--- src/rtl/srsr_pkg.sv ---
package srsr_pkg;

   localparam int unsigned DEST_W   = 24;
   localparam int unsigned DELAY_W  = 8;
   localparam int unsigned WEIGHT_W = 32;
   localparam int unsigned CORES_W  = 8;
   localparam int unsigned DATA_W   = DEST_W + DELAY_W + WEIGHT_W;
   localparam int unsigned CSR_AW   = 4;
   localparam int unsigned CSR_DW   = 32;

   localparam logic [DELAY_W-1:0]  SYNC_DELAY = 8'hFE;
   localparam logic [DEST_W-1:0]   END_DEST   = 24'hFFFFFF;
   localparam logic [WEIGHT_W-1:0] END_WEIGHT = 32'h0;

   typedef enum logic [1:0] {
      REG_FIRST_NEURON = 2'd0,
      REG_NEURON_COUNT = 2'd1,
      REG_RING_CORES   = 2'd2
   } reg_index_type;

   typedef struct packed {
      logic [DEST_W-1:0]  first_neuron;
      logic [DEST_W-1:0]  neuron_count;
      logic [CORES_W-1:0] ring_cores;
   } cfg_type;

   typedef struct packed {
      logic                to_ring;
      logic [DEST_W-1:0]   destination;
      logic [DELAY_W-1:0]  delay;
      logic [WEIGHT_W-1:0] weight;
      logic                last;
   } result_type;

   typedef struct packed {
      logic [1:0]  count;
      result_type  first;
      result_type  second;
   } push_type;

endpackage

--- src/rtl/srsr_csr.sv ---
module srsr_csr
   import srsr_pkg::*;
(
   input  logic              clock,
   input  logic              reset,
   input  logic              csr_psel,
   input  logic              csr_penable,
   input  logic              csr_pwrite,
   input  logic [CSR_AW-1:0] csr_paddr,
   input  logic [CSR_DW-1:0] csr_pwdata,
   output logic [CSR_DW-1:0] csr_prdata,
   output logic              csr_pready,
   output cfg_type           cfg
);

   cfg_type       cfg_ff;
   cfg_type       cfg_in;
   reg_index_type index;
   logic          write_en;

   assign csr_pready = 1'b1;
   assign index      = reg_index_type'(csr_paddr[CSR_AW-1:2]);
   assign write_en   = csr_psel & csr_penable & csr_pwrite & csr_pready;
   assign cfg        = cfg_ff;

   always_comb begin
      cfg_in = cfg_ff;
      if (write_en) begin
         unique case (index)
            REG_FIRST_NEURON: cfg_in.first_neuron = csr_pwdata[DEST_W-1:0];
            REG_NEURON_COUNT: cfg_in.neuron_count = csr_pwdata[DEST_W-1:0];
            REG_RING_CORES:   cfg_in.ring_cores   = csr_pwdata[CORES_W-1:0];
            default:          cfg_in = cfg_ff;
         endcase
      end
   end

   always_comb begin
      unique case (index)
         REG_FIRST_NEURON: csr_prdata = {{(CSR_DW-DEST_W){1'b0}}, cfg_ff.first_neuron};
         REG_NEURON_COUNT: csr_prdata = {{(CSR_DW-DEST_W){1'b0}}, cfg_ff.neuron_count};
         REG_RING_CORES:   csr_prdata = {{(CSR_DW-CORES_W){1'b0}}, cfg_ff.ring_cores};
         default:          csr_prdata = '0;
      endcase
   end

   always_ff @(posedge clock) begin
      if (reset) begin
         cfg_ff.first_neuron <= '0;
         cfg_ff.neuron_count <= '0;
         cfg_ff.ring_cores   <= 8'd1;
      end else begin
         cfg_ff <= cfg_in;
      end
   end

endmodule

--- src/rtl/srsr_route.sv ---
module srsr_route
   import srsr_pkg::*;
(
   input  logic                clock,
   input  logic                reset,
   input  logic                req_tvalid,
   output logic                req_tready,
   input  logic                req_from_ring,
   input  logic [DEST_W-1:0]   req_destination,
   input  logic [DELAY_W-1:0]  req_delay,
   input  logic [WEIGHT_W-1:0] req_weight,
   input  cfg_type             cfg,
   input  logic [1:0]          space,
   output push_type            push
);

   logic                in_valid_ff, in_valid_in;
   logic                from_ring_ff;
   logic [DEST_W-1:0]   dest_ff;
   logic [DELAY_W-1:0]  delay_ff;
   logic [WEIGHT_W-1:0] weight_ff;

   logic                local_done_ff, local_done_in;
   logic                ring_done_ff, ring_done_in;
   logic [CORES_W-1:0]  sync_seen_ff, sync_seen_in;

   logic                is_sync;
   logic [DEST_W:0]     top;
   logic                owned;
   logic                word_valid;
   logic                word_ring;
   logic                end_sync;
   logic [1:0]          need;
   logic                take;
   logic                load;
   logic [CORES_W-1:0]  target;
   result_type          word_res;
   result_type          end_res;

   always_comb begin
      is_sync = (delay_ff == SYNC_DELAY);
      top     = {1'b0, cfg.first_neuron} + {1'b0, cfg.neuron_count};
      owned   = ({1'b0, dest_ff} >= {1'b0, cfg.first_neuron}) && ({1'b0, dest_ff} < top);
      target  = cfg.ring_cores - 8'd1;

      word_valid = 1'b0;
      word_ring  = 1'b1;
      if (!from_ring_ff) begin
         if (is_sync) begin
            word_valid = 1'b1;
         end else if (owned) begin
            word_valid = 1'b1;
            word_ring  = 1'b0;
         end else begin
            word_valid = (dest_ff != '0);
         end
      end else if (!is_sync) begin
         word_valid = 1'b1;
         word_ring  = !owned;
      end

      local_done_in = local_done_ff;
      ring_done_in  = ring_done_ff;
      sync_seen_in  = sync_seen_ff;
      if (!from_ring_ff && is_sync) begin
         local_done_in = 1'b1;
      end
      if (from_ring_ff && is_sync) begin
         if (sync_seen_ff == target) begin
            ring_done_in = 1'b1;
         end else begin
            sync_seen_in = sync_seen_ff + 8'd1;
         end
      end
      end_sync = local_done_in & ring_done_in;
      if (end_sync) begin
         local_done_in = 1'b0;
         ring_done_in  = 1'b0;
         sync_seen_in  = '0;
      end

      need = {1'b0, word_valid} + {1'b0, end_sync};
      take = in_valid_ff && (need <= space);

      word_res.to_ring     = word_ring;
      word_res.destination = dest_ff;
      word_res.delay       = delay_ff;
      word_res.weight      = weight_ff;
      word_res.last        = !end_sync;

      end_res.to_ring     = 1'b0;
      end_res.destination = END_DEST;
      end_res.delay       = SYNC_DELAY;
      end_res.weight      = END_WEIGHT;
      end_res.last        = 1'b1;

      push.count  = take ? need : 2'd0;
      push.first  = word_valid ? word_res : end_res;
      push.second = end_res;
   end

   assign req_tready  = !in_valid_ff || take;
   assign load        = req_tvalid && req_tready;
   assign in_valid_in = load ? 1'b1 : (take ? 1'b0 : in_valid_ff);

   always_ff @(posedge clock) begin
      if (reset) begin
         in_valid_ff   <= 1'b0;
         local_done_ff <= 1'b0;
         ring_done_ff  <= 1'b0;
         sync_seen_ff  <= '0;
      end else begin
         in_valid_ff <= in_valid_in;
         if (take) begin
            local_done_ff <= local_done_in;
            ring_done_ff  <= ring_done_in;
            sync_seen_ff  <= sync_seen_in;
         end
      end
      if (load) begin
         from_ring_ff <= req_from_ring;
         dest_ff      <= req_destination;
         delay_ff     <= req_delay;
         weight_ff    <= req_weight;
      end
   end

endmodule

--- src/rtl/srsr_outq.sv ---
module srsr_outq
   import srsr_pkg::*;
(
   input  logic       clock,
   input  logic       reset,
   input  push_type   push,
   output logic [1:0] space,
   output logic       rsp_tvalid,
   input  logic       rsp_tready,
   output result_type rsp_result
);

   result_type slot_ff [2];
   logic [1:0] count_ff, count_in;
   logic       rd_ff, rd_in;
   logic       wr;
   logic       pop;

   assign rsp_tvalid = (count_ff != 2'd0);
   assign rsp_result = slot_ff[rd_ff];
   assign pop        = rsp_tvalid && rsp_tready;
   assign space      = 2'd2 - count_ff + {1'b0, pop};
   assign wr         = rd_ff ^ count_ff[0];
   assign count_in   = count_ff - {1'b0, pop} + push.count;
   assign rd_in      = rd_ff ^ pop;

   always_ff @(posedge clock) begin
      if (reset) begin
         count_ff <= '0;
         rd_ff    <= 1'b0;
      end else begin
         count_ff <= count_in;
         rd_ff    <= rd_in;
      end
      if (push.count != 2'd0) begin
         slot_ff[wr] <= push.first;
      end
      if (push.count == 2'd2) begin
         slot_ff[!wr] <= push.second;
      end
   end

endmodule

--- src/rtl/spike_ring_synapse_router.sv ---
// channel   direction  handshake                 tdata (low bit up)            side bits
// req       in         req_tvalid / req_tready   destination, delay, weight    tuser from_ring
// rsp       out        rsp_tvalid / rsp_tready   destination, delay, weight    tuser to_ring, tlast
// csr       in         apb r/w, pready high      regs at 0x0, 0x4, 0x8         -
//
// one request per cycle while req_tready is high; it passes the input register, then the queue
// a local sync that closes the timestep gives two results, the sync word and then the end sync
// throughput is set by the two-entry queue draining one result a cycle while rsp_tready is high
// synchronous reset clears control state and sets config to its defaults, no clearing pass
// rsp stalls fill the queue, then the input register, then drop req_tready
module spike_ring_synapse_router
   import srsr_pkg::*;
(
   input  logic              clock,
   input  logic              reset,
   input  logic              req_tvalid,
   output logic              req_tready,
   input  logic [DATA_W-1:0] req_tdata,   // destination[23:0], delay[31:24], weight[63:32]
   input  logic              req_tuser,   // from_ring
   output logic              rsp_tvalid,
   input  logic              rsp_tready,
   output logic [DATA_W-1:0] rsp_tdata,   // destination[23:0], delay[31:24], weight[63:32]
   output logic              rsp_tuser,   // to_ring
   output logic              rsp_tlast,
   input  logic              csr_psel,
   input  logic              csr_penable,
   input  logic              csr_pwrite,
   input  logic [CSR_AW-1:0] csr_paddr,
   input  logic [CSR_DW-1:0] csr_pwdata,
   output logic [CSR_DW-1:0] csr_prdata,
   output logic              csr_pready
);

   cfg_type    cfg;
   push_type   push;
   logic [1:0] space;
   result_type rsp_result;

   srsr_csr u_csr (
      .clock       (clock),
      .reset       (reset),
      .csr_psel    (csr_psel),
      .csr_penable (csr_penable),
      .csr_pwrite  (csr_pwrite),
      .csr_paddr   (csr_paddr),
      .csr_pwdata  (csr_pwdata),
      .csr_prdata  (csr_prdata),
      .csr_pready  (csr_pready),
      .cfg         (cfg)
   );

   srsr_route u_route (
      .clock           (clock),
      .reset           (reset),
      .req_tvalid      (req_tvalid),
      .req_tready      (req_tready),
      .req_from_ring   (req_tuser),
      .req_destination (req_tdata[DEST_W-1:0]),
      .req_delay       (req_tdata[DEST_W+DELAY_W-1:DEST_W]),
      .req_weight      (req_tdata[DATA_W-1:DEST_W+DELAY_W]),
      .cfg             (cfg),
      .space           (space),
      .push            (push)
   );

   srsr_outq u_outq (
      .clock      (clock),
      .reset      (reset),
      .push       (push),
      .space      (space),
      .rsp_tvalid (rsp_tvalid),
      .rsp_tready (rsp_tready),
      .rsp_result (rsp_result)
   );

   assign rsp_tdata = {rsp_result.weight, rsp_result.delay, rsp_result.destination};
   assign rsp_tuser = rsp_result.to_ring;
   assign rsp_tlast = rsp_result.last;

endmodule

--- config.mk ---
export PLATFORM = sky130hd
export DESIGN_NAME = spike_ring_synapse_router
export DESIGN_NICKNAME = d
export VERILOG_FILES = /design/src/rtl/srsr_pkg.sv /design/src/rtl/srsr_csr.sv /design/src/rtl/srsr_route.sv /design/src/rtl/srsr_outq.sv /design/src/rtl/spike_ring_synapse_router.sv
export SDC_FILE = /design/constraint.sdc
export NUM_CORES = 1
export LEC_CHECK = 0
export BUFFER_PORTS_ARGS = -buffer_cell sky130_fd_sc_hd__clkbuf_2
export CAP_MARGIN = 40
export CELL_PAD_IN_SITES_DETAIL_PLACEMENT = 1
export CELL_PAD_IN_SITES_GLOBAL_PLACEMENT = 1
export CORE_MARGIN = 4
export CORE_UTILIZATION = 48
export DETAILED_ROUTE_END_ITERATION = 6
export MAX_ROUTING_LAYER = met4
export PLACE_DENSITY = 0.91
export SETUP_SLACK_MARGIN = 0.4
export SLEW_MARGIN = 20
export SYNTH_ARGS = -nofsm -noshare
export SYNTH_HDL_FRONTEND = slang
export SYNTH_SLANG_ARGS = --single-unit
--- constraint.sdc ---
create_clock -name clock -period 25.5 [get_ports clock]
set_input_delay 3.825 -clock clock [delete_from_list [all_inputs] [get_ports clock]]
set_output_delay 3.825 -clock clock [all_outputs]
set_load 0.005 [all_outputs]
Word-level counts from Yosys, hierarchy flattened
Memory sizes are Yosys's and may differ from the RTL's. A register that Yosys moved wholly into a read port is not among the register bits.
Index checks and enable logic that the tools add are counted.
Widths: inputs -> output; s select.
Storage, ports and cells
  output and inout bits: 101
  register bits after elaboration: 135
  word-level logic and storage cells: 84
  memories kept: 1
  RAM bits: 132
Memories
  u_outq.slot_ff: depth 2, bits a word 66, read ports 1, clocked after Yosys merged registers in 1, wr ports 2, line srsr_outq.sv:13  | result_type slot_ff [2];
Cells by class
  muxes and demuxes: 26
  order comparisons: 3
  reduce and logical (&&, ||, !) cells: 22
  bitwise gates (word level): 5
  eq/ne operators: 6
  add/sub/neg operators: 8
Operator list (number)
  $pmux 24 s3: 1
  $mux 66: 1
  $add 24x24->25: 1
  $lt 24x25->1: 1
  $ge 24x24->1: 1
  $mux 8: 3
  $reduce_bool 24->1: 1
  $mux 1: 20
  $add 8x1->8 const B: 1
  $eq 8x8->1: 1
  $eq 8x8->1 const B: 1
  $reduce_bool 2->1: 4
  $sub 8x1->8 const B: 1
  $logic_and 1x1->1: 6
  $reduce_and 2->1: 3
  $logic_not 1->1: 5
  $eq 2x2->1 const B: 2
  $and 1x1->1: 3
  $reduce_and 3->1: 1
  $add 1x1->2: 1
  $add 2x1->2: 1
  $add 2x2->2: 1
  $eq 2x1->1 const B: 1
  $le 2x2->1: 1
  other kinds (7): 8

Longest topological paths before layout
Gate-level depths: netlist of the first run.
  depth after elaboration: 13
  mapped depth: 33
  gate-level depth less buffers: 32

Cells and area by module
Synthesis of the first run repeated with hierarchy kept, for this count alone.
Unflattened totals
  cell total of the unflattened synthesis: 1349
  area, all modules: 15952.8 µm²
By module, submodules not included
  srsr_outq: seq. area each 4023.9 µm², instances 1, area each 6705.2 µm², cells an instance 378
  srsr_route: seq. area each 2172.1 µm², instances 1, area each 6439.9 µm², cells an instance 683
  srsr_csr: seq. area each 1121.1 µm², instances 1, area each 2807.7 µm², cells an instance 288

Least setup slack after synthesis of the first run
Ideal clock, no wire load.
  kind: in2out
  start: input port rsp_tready
  end: output port req_tready
  setup slack: 16.656 ns
  buffers on the path: 0
  arrival time: 5.019 ns
  stages: 8
  cells stage by stage: nand2_1 ha_1 xor2_1 ha_1 nor2b_1 o21ai_0 inv_1 nand2_1
On the way
  cells in the longest elaborated chain, start to end: 5
RTL lines
  start, declared: line spike_ring_synapse_router.sv:21  | input logic rsp_tready,
  $logic_and 1x1->1: line srsr_outq.sv:21  | assign pop = rsp_tvalid && rsp_tready;
  $add 2x1->2: line srsr_outq.sv:22  | assign space = 2'd2 - count_ff + {1'b0, pop};
  $le 2x2->1: line srsr_route.sv:83  | take = in_valid_ff && (need <= space);
  $logic_and 1x1->1: line srsr_route.sv:83
  $logic_or 1x1->1: line srsr_route.sv:102  | assign req_tready = !in_valid_ff || take;
  end, declared: line spike_ring_synapse_router.sv:17  | output logic req_tready,
No other way between the ends.

Final worst setup path of the first run
  start: register u_csr.cfg_ff, in the netlist u_csr.cfg[33]
  end: output port req_tready
On the way
  cells in the longest elaborated chain, start to end: 10
RTL lines
  start, declared: line srsr_csr.sv:16  | cfg_type cfg_ff;
  start signal, assigned: line srsr_csr.sv:53  | cfg_ff <= cfg_in;
  $add 24x24->25: line srsr_route.sv:42  | top = {1'b0, cfg.first_neuron} + {1'b0, cfg.neuron_count};
  $lt 24x25->1: line srsr_route.sv:43  | owned = ({1'b0, dest_ff} >= {1'b0, cfg.first_neuron}) && ({1'b0, dest_ff} < top);
  $logic_and 1x1->1 *: line srsr_route.sv:43
  $mux 1 *: line srsr_route.sv:51  | end else if (owned) begin
  $mux 1 *: line srsr_route.sv:49  | if (is_sync) begin
  $mux 1 *: line srsr_route.sv:48  | if (!from_ring_ff) begin
  $add 1x1->2 *: line srsr_route.sv:82  | need = {1'b0, word_valid} + {1'b0, end_sync};
  $le 2x2->1 *: line srsr_route.sv:83
  $logic_and 1x1->1 *: line srsr_route.sv:83
  $logic_or 1x1->1 *: line srsr_route.sv:102
Every way passes the cells marked *; elsewhere a longest branch is shown, timed or not.

==> results of run 1 <==
cells in the mapped netlist, types with 5 or more instances:
| cell type | number | area share (%) |
|---|---|---|
| dfxtp_1 | 202 | 32 |
| a22o_1 | 67 | 4.7 |
| xor2_1 | 21 | 1.5 |
| buf_1 | 5 | 0.15 |
| o21a_1 | 6 | 0.36 |
| nand4_1 | 14 | 0.70 |
| edfxtp_1 | 65 | 15 |
| nor4_1 | 11 | 0.55 |
| o22a_1 | 46 | 3.2 |
| a21o_1 | 12 | 0.72 |
| a21oi_1 | 86 | 3.4 |
| inv_1 | 43 | 1.3 |
| nor2_1 | 60 | 1.8 |
| xnor2_1 | 19 | 1.3 |
| nand2_1 | 140 | 4.2 |
| o21ai_1 | 7 | 0.28 |
| nor3_1 | 14 | 0.56 |
| o32a_1 | 14 | 1.1 |
| nand3_1 | 7 | 0.28 |
| buf_4 | 9 | 0.54 |
| a211oi_1 | 11 | 0.66 |
| o21bai_1 | 7 | 0.42 |
| mux2_2 | 65 | 5.8 |
| buf_2 | 12 | 0.48 |
| mux2i_1 | 31 | 2.5 |
| clkbuf_1 | 44 | 1.3 |
| o21ai_0 | 40 | 1.6 |
| ha_1 | 79 | 7.8 |
where the power goes:
group          internal, mW  switching (mW)
registers             0.561          0.0860
logic                 0.245           0.252
clock network         0.275           0.177
total                  1.08           0.515
logic make-up after synthesis:
family                     count (synthesis)  synth area share [%]
other                                      2                0.0596
adders and majority gates                 80                  8.01
xor gates and xnor gates                  40                  2.78
DFF                                      267                  47.6
buffers and inverters                    114                  3.84
and+or+nand+nor                          287                  10.5
AOI/OAI and AO/OA                        329                  18.9
muxes                                     96                  8.28
flip-flops by register name, summed over array words and instances, names as in the netlist:
register,cells
u_outq.slot_ff,132
u_csr.cfg,56
u_route.weight_ff,32
u_route.dest_ff,24
u_route.delay_ff,8
u_route.sync_seen_ff,8
u_outq.count_ff,2
u_outq.rd_ff,1
u_route.from_ring_ff,1
u_route.in_valid_ff,1
u_route.local_done_ff,1
u_route.ring_done_ff,1
final cells by class:
| cell class | count | area (um2) | area share [%] |
|---|---|---|---|
| repair buffers | 211 | 1210 | 8.08 |
| flip-flops and latches | 267 | 6000 | 40.0 |
| clock buffers | 43 | 788 | 5.26 |
| multi-input cells | 841 | 6200 | 41.3 |
| inverters | 43 | 161 | 1.08 |
| well taps | 335 | 419 | 2.80 |
| clock inverters | 11 | 219 | 1.46 |
through the flow:
| stage | utilization (%) | power (mW) | instance area, um2 |
|---|---|---|---|
| after CTS | 57.7 | 1.60 | 14900 |
| after global placement | 53.3 | 1.09 | 13800 |
| after detailed placement | 53.8 | 1.13 | 13900 |
| after global routing | 57.9 | 1.67 | 15000 |
| final | 57.9 | 1.60 | 15000 |
| after floorplan | - | 0.925 | 12600 |
worst paths after layout:
check	from	endpoint	slack, ps	cells past startpoint
worst max-delay path	u_csr.cfg[33]	req_tready	14990	23
worst min-delay path	u_outq.slot_ff[1][64]	u_outq.slot_ff[1][64]	460	1
worst max register to register	u_csr.cfg[33]	u_outq.slot_ff[1][41]	17780	26
worst min register to register	u_outq.slot_ff[1][64]	u_outq.slot_ff[1][64]	460	1
metal layers:
metal | global-route usage [%] | wire (um) | vias to the layer above
li1 | - | - | 4825
met5 | - | 0 | -
met4 | 10.2 | 1720 | 0
met1 | 33.7 | 16300 | 5292
met2 | 46.7 | 19600 | 383
met3 | 4.09 | 2210 | 128
==> key figures, run 1 <==
Global routing
  – Antenna violations before repair: 0
  – Global Route Usage Sum: 27.6%
  – Grt total ovfl: 0
  – Vias in the first global route: 11385
  – First-pass GRT wire length: between 60000 and 70000 um
  – Largest net degree at the start of global routing: 67

STA
  – Worst setup margin: 14990 ps
  – F_max: roughly 95 MHz
  – Count of pins over their slew limit: 0
  – RSZ-0062 raised after global routing: no
  – Final setup viols: 0
  – Fin. Hold Viols: 0
  – WHS: around 460 ps
  – Fin crit share: between 40% and 50%
  – Worst slew margin: a little under half
  – Worst-case clock skew: 13.9 ps
  – Worst slew pin tran: 805 ps
  – Setup_tns: 0 ps
  – Minimum clock period: 10510 ps

Synth
  – Yosys warnings: 0
  – Synth Register Bits: about 270
  – Number of enable flip-flop cells after synthesis: 65
  – Synth Instances: around 1200
  – Ys async rst share: 0%
  – Count of different cell masters after synthesis: 70
  – Post-Syn Area: between 10000 and 15000 um2
  – Sequential share of the synthesized area: a little under half
  – Syn Area/Cell: roughly 10 um2
  – Commonest register cell after synthesis: dfxtp_1

Worst setup path
  – Crit Path Max Fanout: 8
  – Critical path buffers and inverters: 2
  – Slowest-stage cell, CP: o31ai_1
  – Max stage delay on crit path: 470 ps
  – Critical Path RT: between 20000 and 25000 ps
  – CP Class: flip-flop to primary output
  – Critical path launch point type: flip-flop
  – CP cell instances: ha_1 > a211oi_1 > nor2_1 > o31ai_1 > a21oi_1 > o21ai_0 > o21ai_0 > xnor2_1 > ha_1 > nand4_1 > nor4_1 > o21ai_0 > a21oi_1 > o21ai_1 > o21bai_2 > a21oi_1 > ha_1 > ha_1 > nor2b_1 > o21ai_0 > inv_1 > nand2_1 > clkbuf_2
  – Critical Path End Type: primary output
  – Crit path arrival time: approximately 6700 ps
  – Critical path's top delay family: compound AO/OA/AOI/OAI gates

Cells and area
  – Total Nets Final: 1581
  – Commonest non-fill, non-tap cell in the layout: dfxtp_1
  – Non-filler cells, final: 1751
  – Ant diodes: 0
  – Fraction of layout cells with a size suffix above 1: 24.1%
  – Commonest non-fill, non-tap cells in the layout: dfxtp_1, clkbuf_2, nand2_1
  – Area Overhead vs Synth: 19.1%
  – Fillers: between 2000 and 3000

Clock network
  – Worst skew pair latency: 560 ps
  – CTS Hold Bufs: 0
  – Clk root buf: clkbuf_16
  – Post-CTS Setup Inserts: 0
  – Clock Sinks: ~270
  – H-Tree Depth: 1
  – Cts repair resizes: 0
  – Max Root-Sink Buffers: 3
  – TritonCTS clock tree: yes
  – Clock-pin transition on the worst setup and hold timing paths: approximately 70 ps
  – CTS Buf Count: 29

Floorplanning
  – DIE AREA: between 20000 and 30000 um2
  – Die X: 170 um
  – Die H: between 150 and 200 um
  – I/O pin count: between 200 and 250
  – Initial Util: 48.6%
  – FP Rows: slightly below 60
  – Core footprint: between 20000 and 30000 um2

Pwr
  – Peak supply drop: approximately 0.077 mV
  – Leak Pwr: between 6 and 7 nW
  – PD cells: between 100 and 150 nW/um2

Place
  – Port Buffers: 189
  – Dpl ws: 15860 ps
  – Placed Cells: 1695
  – Placer Congestion: 0.867
  – DP Wirelength: about 27000 um

Routing
  – Per-cell routed wire length: between 20 and 25 um
  – # DRC: 0
  – Vias: about 11000
  – Drt total wl: 39800 um
  – Post-DR vias/cell: about 6
  – Routed Antenna Nets: 0
  – DR pass1 iterations: 5
  – Iteration-0 DRC Markers: 830

Run
  – Max-Cap Viols: 0

Min path
  – Hold Path Class: flip-flop to flip-flop

Run status
  – Status: finished clean
Power figures use the tool's default switching activity.
==> run 2, diff against run 1 <==
--- a/config.mk
+++ b/config.mk
@@ -10,10 +10,10 @@
 export CELL_PAD_IN_SITES_DETAIL_PLACEMENT = 1
 export CELL_PAD_IN_SITES_GLOBAL_PLACEMENT = 1
 export CORE_MARGIN = 4
-export CORE_UTILIZATION = 48
+export CORE_UTILIZATION = 44
 export DETAILED_ROUTE_END_ITERATION = 6
 export MAX_ROUTING_LAYER = met4
-export PLACE_DENSITY = 0.91
+export PLACE_DENSITY = 0.85
 export SETUP_SLACK_MARGIN = 0.4
 export SLEW_MARGIN = 20
 export SYNTH_ARGS = -nofsm -noshare
==> constraint.sdc (replaced) <==
create_clock -name clock -period 10.5 [get_ports clock]
set_input_delay 1.575 -clock clock [delete_from_list [all_inputs] [get_ports clock]]
set_output_delay 1.575 -clock clock [all_outputs]
set_load 0.005 [all_outputs]
==> run 2 against run 1 <==
Routed wire length decreased by 7.5%. Via count down 3.9%. Sequential share of layout area increased by 0.053 points. Clock skew fell by 3.4 ps. Clock power is 130% higher. Setup slack worse by 13000 ps. Cell area fell by 0.13%. Sequential power up 140%. First-iteration DRC count fell by 13%. Critical path depth did not move. Combinational power increased by 140%. Critical endpoint unchanged. Largest cell class unchanged. Highest routed layer unchanged.
==> key figures, run 2 (synthesis gave the netlist of run 1 again) <==
Floorplanning
  – I/O pin count: 209 (unchanged)
  – Core footprint: 28000 um2 (+8.1%)
  – Die X: 177 um (+4.2%)
  – DIE AREA: 31400 um2 (+8.7%)
  – Initial Util: 45.0% (-3.6 points)
  – FP Rows: 61 (+3.4%)
  – Die H: 177 um (+4.2%)

Pwr
  – Peak supply drop: 0.170 mV (+120%)
  – Pwr Total: 3.76 mW (+140%)
  – Leak Pwr: 6.19 nW (-0.50%)
  – PD cells: 251 nW/um2 (+140%)

Cells and area
  – Total Nets Final: 1581 (unchanged)
  – Area Overhead vs Synth: 18.9%
  – Commonest non-fill, non-tap cells in the layout: dfxtp_1, clkbuf_2, nand2_1
  – Ant diodes: 0 (unchanged)
  – Fraction of layout cells with a size suffix above 1: 24.3% (+0.21 points)
  – Max reg flops: 132 (unchanged)
  – Biggest register: u_outq.slot_ff
  – Commonest non-fill, non-tap cell in the layout: dfxtp_1
  – Non-filler cells, final: 1794 (+2.5%)

Routing
  – # DRC: 0 (unchanged)
  – DR pass1 iterations: 5 (unchanged)
  – M1 wire length: 16300 um (+0.18%)
  – Wire length on met2: 18000 um (-7.9%)
  – Per-cell routed wire length: 20.5 um (-9.7%)
  – Met3 routed WL: 1450 um (-35%)
  – Iteration-0 DRC Markers: 718 (-13%)
  – Routed Antenna Nets: 0 (unchanged)
  – Post-DR vias/cell: 5.69 (-6.2%)
  – Drt total wl: 36800 um (-7.5%)
  – Uppermost routed layer: met4
  – Vias: 10213 (-3.9%)

Worst setup path
  – Worst reg2reg path startpoint: u_csr.cfg[33]
  – FF-to-FF path depth: 25 (-3.8%)
  – Critical path buffers and inverters: 2 (unchanged)
  – CP Class: flip-flop to primary output
  – Critical path's top delay family: compound AO/OA/AOI/OAI gates
  – Max stage delay on crit path: 460 ps (about the same)
  – RR Endpoint: u_outq.slot_ff[1][62]
  – Critical path launch point type: flip-flop
  – Crit path arrival time: 6550 ps (-140 ps)
  – Reg2reg setup slack: 2870 ps (-14910 ps)
  – Critical Path RT: 8930 ps (-12740 ps)
  – Slowest-stage cell, CP: dfxtp_1
  – CP cell instances: ha_1 > a211oi_1 > nor2_1 > o31ai_1 > a21oi_1 > o21ai_0 > o21ai_0 > xnor2_1 > ha_1 > nand4_1 > nor4_1 > o21ai_0 > a21oi_1 > o21ai_1 > o21bai_2 > a21oi_1 > ha_1 > ha_1 > nor2b_1 > o21ai_0 > inv_1 > nand2_1 > clkbuf_2
  – Critical Path End Type: primary output
  – Crit Path Max Fanout: 8 (unchanged)

STA
  – WHS: 454 ps (-9.74 ps)
  – Worst-case clock skew: 10.5 ps (-3.41 ps)
  – Final setup viols: 0 (unchanged)
  – Minimum clock period: between 8000 and 9000 ps
  – Count of pins over their slew limit: 0 (unchanged)
  – Worst slew margin: 44.9% (-1.4 points)
  – Fin crit share: slightly below 80%
  – Fin. Hold Viols: 0 (unchanged)
  – Worst slew pin tran: 818 ps (+13.4 ps)
  – F_max: approximately 120 MHz
  – Setup_tns: 0 ps (unchanged)
  – RSZ-0062 raised after global routing: no

Global routing
  – Grt total ovfl: 0 (unchanged)
  – First-pass GRT wire length: 58300 um (-7.2%)
  – Largest net degree at the start of global routing: 67 (unchanged)
  – Antenna violations before repair: 0 (unchanged)
  – Global Route Usage Sum: 23.5% (-4.1 points)
  – Vias in the first global route: 10774 (-5.4%)

Min path
  – Hold_sp: u_outq.slot_ff[0][33]
  – Hold-critical path depth: 2 (+1)
  – Hold Path Class: flip-flop to flip-flop
  – Min-Delay Endpoint: u_outq.slot_ff[0][33]

Clock network
  – Max Root-Sink Buffers: 3 (unchanged)
  – CTS Hold Bufs: 0 (unchanged)
  – Worst skew pair latency: 550 ps (about the same)
  – H-Tree Depth: 1 (unchanged)
  – Post-CTS Setup Inserts: 0 (unchanged)
  – Clock-pin transition on the worst setup and hold timing paths: 60 ps (about the same)
  – CTS Buf Count: 30 (+3.4%)
  – Clock Sinks: 267 (unchanged)
  – TritonCTS clock tree: yes
  – Cts repair resizes: 0 (unchanged)
  – Clk root buf: clkbuf_16

Place
  – DP Wirelength: 26100 um (-2.0%)
  – Placed Cells: 1737 (+2.5%)
  – Port Buffers: 189 (unchanged)
  – Placer Congestion: 0.856 (-1.3%)

Run
  – Max-Cap Viols: 0 (unchanged)

Run status
  – Status: finished clean
## run 2: cell count changes in the layout (fill, tap and decap cells not counted), sizes merged
| cell | delta |
|---|---|
| clkbuf | +7 |
| bufinv | -6 |
| buf | -1 |
| clkinvlp | +1 |
| inv | -1 |
## run 2: area by class of cell
cell class | instances | area (um2)
fill | 3101 | 13000
multi-input combinational | 841 | 6200
sequential | 267 | 6000
timing repair buffer | 210 | 1160
clock buffer | 50 | 938
tap | 378 | 473
inverter | 43 | 161
clock inverter | 5 | 42.5
## run 2: where the power goes
group / leakage, nW / internal (mW) / switching, mW
clock network: 0.477 / 0.607 / 0.417
registers: 2.31 / 1.36 / 0.193
logic: 3.41 / 0.589 / 0.588
total: 6.19 / 2.56 / 1.20
## run 2: worst max path at each step
stage	from	to	cells after the start
finish	u_csr.cfg[33]	req_tready	23
CTS	u_csr.cfg[33]	req_tready	24
global route	u_csr.cfg[33]	req_tready	24
detailed placement	u_csr.cfg[33]	u_outq.slot_ff[1][62]	26
floorplan	u_csr.cfg[8]	u_route.delay_ff[0]	24
global placement	u_csr.cfg[33]	u_outq.slot_ff[1][36]	26
## run 2: metrics by stage
stage          area [um2]  worst slack [ps]  utilization (%)
3_5_place_dp        14000              3050             49.8
4_1_cts             14900              2410             53.3
2_1_floorplan       12600              2350                -
5_1_grt             15000              1760             53.5
6_report            15000              2380             53.5
3_3_place_gp        13900              3300             49.5
## run 2: routing by layer
metal	up-vias	GRT usage, %
met4	0	6.54
met3	61	2.88
met5	-	-
met1	5085	30.3
li1	4814	-
met2	253	39.4
## run 2: tightest hold or removal path, stage by stage, from the launching register on
cell	delay (ps)
dfxtp_1	320
nand2_1	40
o21ai_0	50
==> run 3, diff against run 2 <==
--- a/config.mk
+++ b/config.mk
@@ -5,12 +5,13 @@
 export SDC_FILE = /design/constraint.sdc
 export NUM_CORES = 1
 export LEC_CHECK = 0
+export ABC_AREA = 1
 export BUFFER_PORTS_ARGS = -buffer_cell sky130_fd_sc_hd__clkbuf_2
 export CAP_MARGIN = 40
 export CELL_PAD_IN_SITES_DETAIL_PLACEMENT = 1
 export CELL_PAD_IN_SITES_GLOBAL_PLACEMENT = 1
 export CORE_MARGIN = 4
-export CORE_UTILIZATION = 44
+export CORE_UTILIZATION = 42
 export DETAILED_ROUTE_END_ITERATION = 6
 export MAX_ROUTING_LAYER = met4
 export PLACE_DENSITY = 0.85
==> constraint.sdc (replaced) <==
create_clock -name clock -period 8.3 [get_ports clock]
set_input_delay 1.245 -clock clock [delete_from_list [all_inputs] [get_ports clock]]
set_output_delay 1.245 -clock clock [all_outputs]
set_load 0.005 [all_outputs]
==> run 3 against run 2 <==
Die area up 14%. Sequential power rose by 22%. Combinational power is 22% higher. Register-to-register slack got worse by 820 ps. Power up 23%. Setup slack lost 440 ps. Clock power grew 25%. Synthesized cell count grew 47%. Area after synthesis grew 9.6%. Routed wire length grew 17%. First-iteration DRC count decreased by 7.0%. Cell area is 6.6% higher. Critical endpoint unchanged.
==> key figures, run 3 <==
Run status
  – Status: finished clean

Pwr
  – Leak Pwr: 7.45 nW (+20%)
  – Peak supply drop: 0.216 mV (+27%)
  – PD cells: 290 nW/um2 (+16%)

Synth
  – Post-Syn Area: 13800 um2 (+9.6%)
  – Most common cell in the netlist: nand2_1
  – Share of the synthesized area in the top cell type: 29.3% (-2.8 points)
  – Synth area leader: dfxtp_1
  – Synth Instances: 1781 (+47%)
  – Commonest register cell after synthesis: dfxtp_1
  – Yosys warnings: 0 (unchanged)
  – Number of enable flip-flop cells after synthesis: 65 (unchanged)
  – List of most frequent post-synthesis cells: nand2_1, inv_1, dfxtp_1
  – Ranking of synthesized cells by area: dfxtp_1, edfxtp_1, nand2_1
  – Syn Area/Cell: 7.75 um2 (-25%)
  – Synth Register Bits: 267 (unchanged)
  – Ys async rst share: 0% (unchanged)
  – Count of different cell masters after synthesis: 47 (-33%)
  – Sequential share of the synthesized area: 43.4% (-4.2 points)

Run
  – Max-Cap Viols: 0 (unchanged)

STA
  – Worst-case clock skew: 17.1 ps (+6.62 ps)
  – Count of pins over their slew limit: 0 (unchanged)
  – Worst slew margin: 43.6% (-1.3 points)
  – Worst setup margin: 1930 ps (-444 ps)
  – Worst slew pin tran: 846 ps (+27.6 ps)
  – WHS: 453 ps (-0.680 ps)
  – Final setup viols: 0 (unchanged)
  – Fin crit share: about three quarters
  – Minimum clock period: about 6400 ps
  – F_max: roughly 160 MHz
  – Setup_tns: 0 ps (unchanged)
  – RSZ-0062 raised after global routing: no
  – Fin. Hold Viols: 0 (unchanged)

Routing
  – Routed Antenna Nets: 0 (unchanged)
  – Vias: 12738 (+25%)
  – Post-DR vias/cell: 5.33 (-6.5%)
  – # DRC: 0 (unchanged)
  – Drt total wl: 43000 um (+17%)
  – Per-cell routed wire length: 18.0 um (-12%)
  – Iteration-0 DRC Markers: 668 (-7.0%)
  – DR pass1 iterations: 5 (unchanged)

Cells and area
  – Total Nets Final: 2114 (+34%)
  – Fillers: 4059 (+31%)
  – Final core utilization: 49.2% (-4.3 points)
  – Ant diodes: 0 (unchanged)
  – Max reg flops: 132 (unchanged)
  – Final instance area: 16000 um2 (+6.6%)
  – Commonest non-fill, non-tap cells in the layout: nand2_1, inv_1, dfxtp_1
  – Fraction of layout cells with a size suffix above 1: 14.7% (-9.6 points)
  – Commonest non-fill, non-tap cell in the layout: nand2_1
  – Area Overhead vs Synth: 15.6%
  – Biggest register: u_outq.slot_ff

Floorplanning
  – Initial Util: 42.5% (-2.4 points)
  – I/O pin count: 209 (unchanged)
  – FP Rows: 66 (+8.2%)
  – Die H: 189 um (+6.8%)
  – Core footprint: 32500 um2 (+16%)
  – DIE AREA: 35800 um2 (+14%)
  – Die X: 189 um (+6.8%)

Global routing
  – Antenna violations before repair: 0 (unchanged)
  – Global Route Usage Sum: 23.9% (+0.40 points)
  – Largest net degree at the start of global routing: 89 (+33%)
  – Vias in the first global route: 13439 (+25%)
  – First-pass GRT wire length: 68900 um (+18%)
  – Grt total ovfl: 0 (unchanged)

Worst setup path
  – CP cell instances: ha_1 > fa_1 > nand3_1 > nand2_1 > a21oi_1 > o21ai_1 > a21oi_1 > o21ai_1 > nand2_1 > nand3_1 > nand2_1 > nand2_1 > ha_1 > nand3_1 > nand2_1 > nand4_1 > nand3_2 > a21oi_1 > ha_1 > inv_1 > ha_1 > o21bai_1 > nand3_1 > clkbuf_2
  – CP most frequent cell: nand2_1
  – CP Class: flip-flop to primary output
  – Critical Path RT: 7050 ps (-1880 ps)
  – CP Launch Point: u_csr.cfg[32]
  – Max stage delay on crit path: 420 ps (-40 ps)
  – Crit path arrival time: 5120 ps (-1430 ps)
  – Slowest-stage cell, CP: ha_1
  – RR Endpoint: u_outq.slot_ff[0][36]
  – FF-to-FF path depth: 36 (+44%)
  – Worst reg2reg path startpoint: u_csr.cfg[32]
  – Critical path's top delay family: adder cells
  – Critical Path End Type: primary output
  – Crit Path Max Fanout: 4 (-4)
  – Critical path buffers and inverters: 2 (unchanged)
  – Critical path launch point type: flip-flop
  – Reg2reg setup slack: 2050 ps (-820 ps)

Clock network
  – CTS Hold Bufs: 0 (unchanged)
  – Clock-pin transition on the worst setup and hold timing paths: 60 ps (about the same)
  – H-Tree Depth: 1 (unchanged)
  – Cts repair resizes: 0 (unchanged)
  – Worst skew pair latency: 560 ps (about the same)
  – Clock Sinks: 267 (unchanged)
  – Max Root-Sink Buffers: 3 (unchanged)
  – Post-CTS Setup Inserts: 0 (unchanged)
  – CTS Buf Count: 30 (unchanged)
  – Clk root buf: clkbuf_16
  – TritonCTS clock tree: yes

Min path
  – Min-Delay Endpoint: u_outq.slot_ff[1][2]
  – Hold-critical path depth: 2 (unchanged)
  – Hold Path Class: flip-flop to flip-flop
  – Hold_sp: u_outq.slot_ff[1][2]

Place
  – DP Wirelength: 29700 um (+14%)
  – Placement Cell Area: 14900 um2 (+7.0%)
  – Dpl ws: 2120 ps (-933 ps)
  – Placer Congestion: 0.843 (-1.5%)
  – Port Buffers: 189 (unchanged)
==> run 3: per-layer routing <==
metal	up-vias	routed length (um)	GRT usage, %
met2	256	21500	42.0
met4	0	1490	7.40
met1	6246	18500	29.0
met3	93	1640	2.71
li1	6143	-	-
met5	-	0	-
==> run 3: worst min-delay path, cell delays in order (launching register included) <==
cell and delay, ps:
dfxtp_1 310, nand2_1 60, nand2_1 40
==> run 3: cells by family after synthesis <==
group / Yosys count / share of synthesized area, %
AOI/OAI and AO/OA: 297 / 11.3
xor gates and xnor gates: 40 / 2.59
adders and majority gates: 80 / 7.31
buffers and inverters: 356 / 11.0
DFF: 267 / 43.4
other: 2 / 0.0544
and+or+nand+nor: 739 / 24.3
==> run 3: stage by stage <==
| step | instances | power (mW) |
|---|---|---|
| floorplan | 1788 | 2.77 |
| global placement | 2329 | 3.25 |
| detailed placement | 2332 | 3.36 |
| CTS | 2388 | 4.67 |
| global route | 2392 | 4.96 |
| finish | 2392 | 4.63 |
==> run 3: layout make-up <==
class	instances	area (um2)	area share [%]
Clock buffer	43	841	5.27
Clock inverter	13	93.8	0.588
Inverter	255	958	6.01
Multi-Input combinational cell	1165	6330	39.7
Sequential cell	267	6000	37.6
Tap cell	442	553	3.47
Timing Repair Buffer	207	1180	7.40
==> run 3: worst max-delay path by stage <==
stage / endpoint / slack, ps / depth (start not counted)
after global routing: u_outq.slot_ff[0][36] / 1490 / 35
after detailed placement: u_outq.slot_ff[0][36] / 2120 / 35
after floorplan: u_route.delay_ff[0] / 3090 / 24
after global placement: u_outq.slot_ff[0][38] / 2360 / 35
final: req_tready / 1930 / 24
after CTS: req_tready / 1980 / 23
==> run 3: power by group <==
group / leakage [nW] / internal, mW / total (mW) / switching [mW]
clock: 0.453 / 0.732 / 1.27 / 0.543
sequential: 2.31 / 1.72 / 1.91 / 0.192
combinational: 4.69 / 0.552 / 1.44 / 0.892
total: 7.45 / 3.00 / 4.63 / 1.63
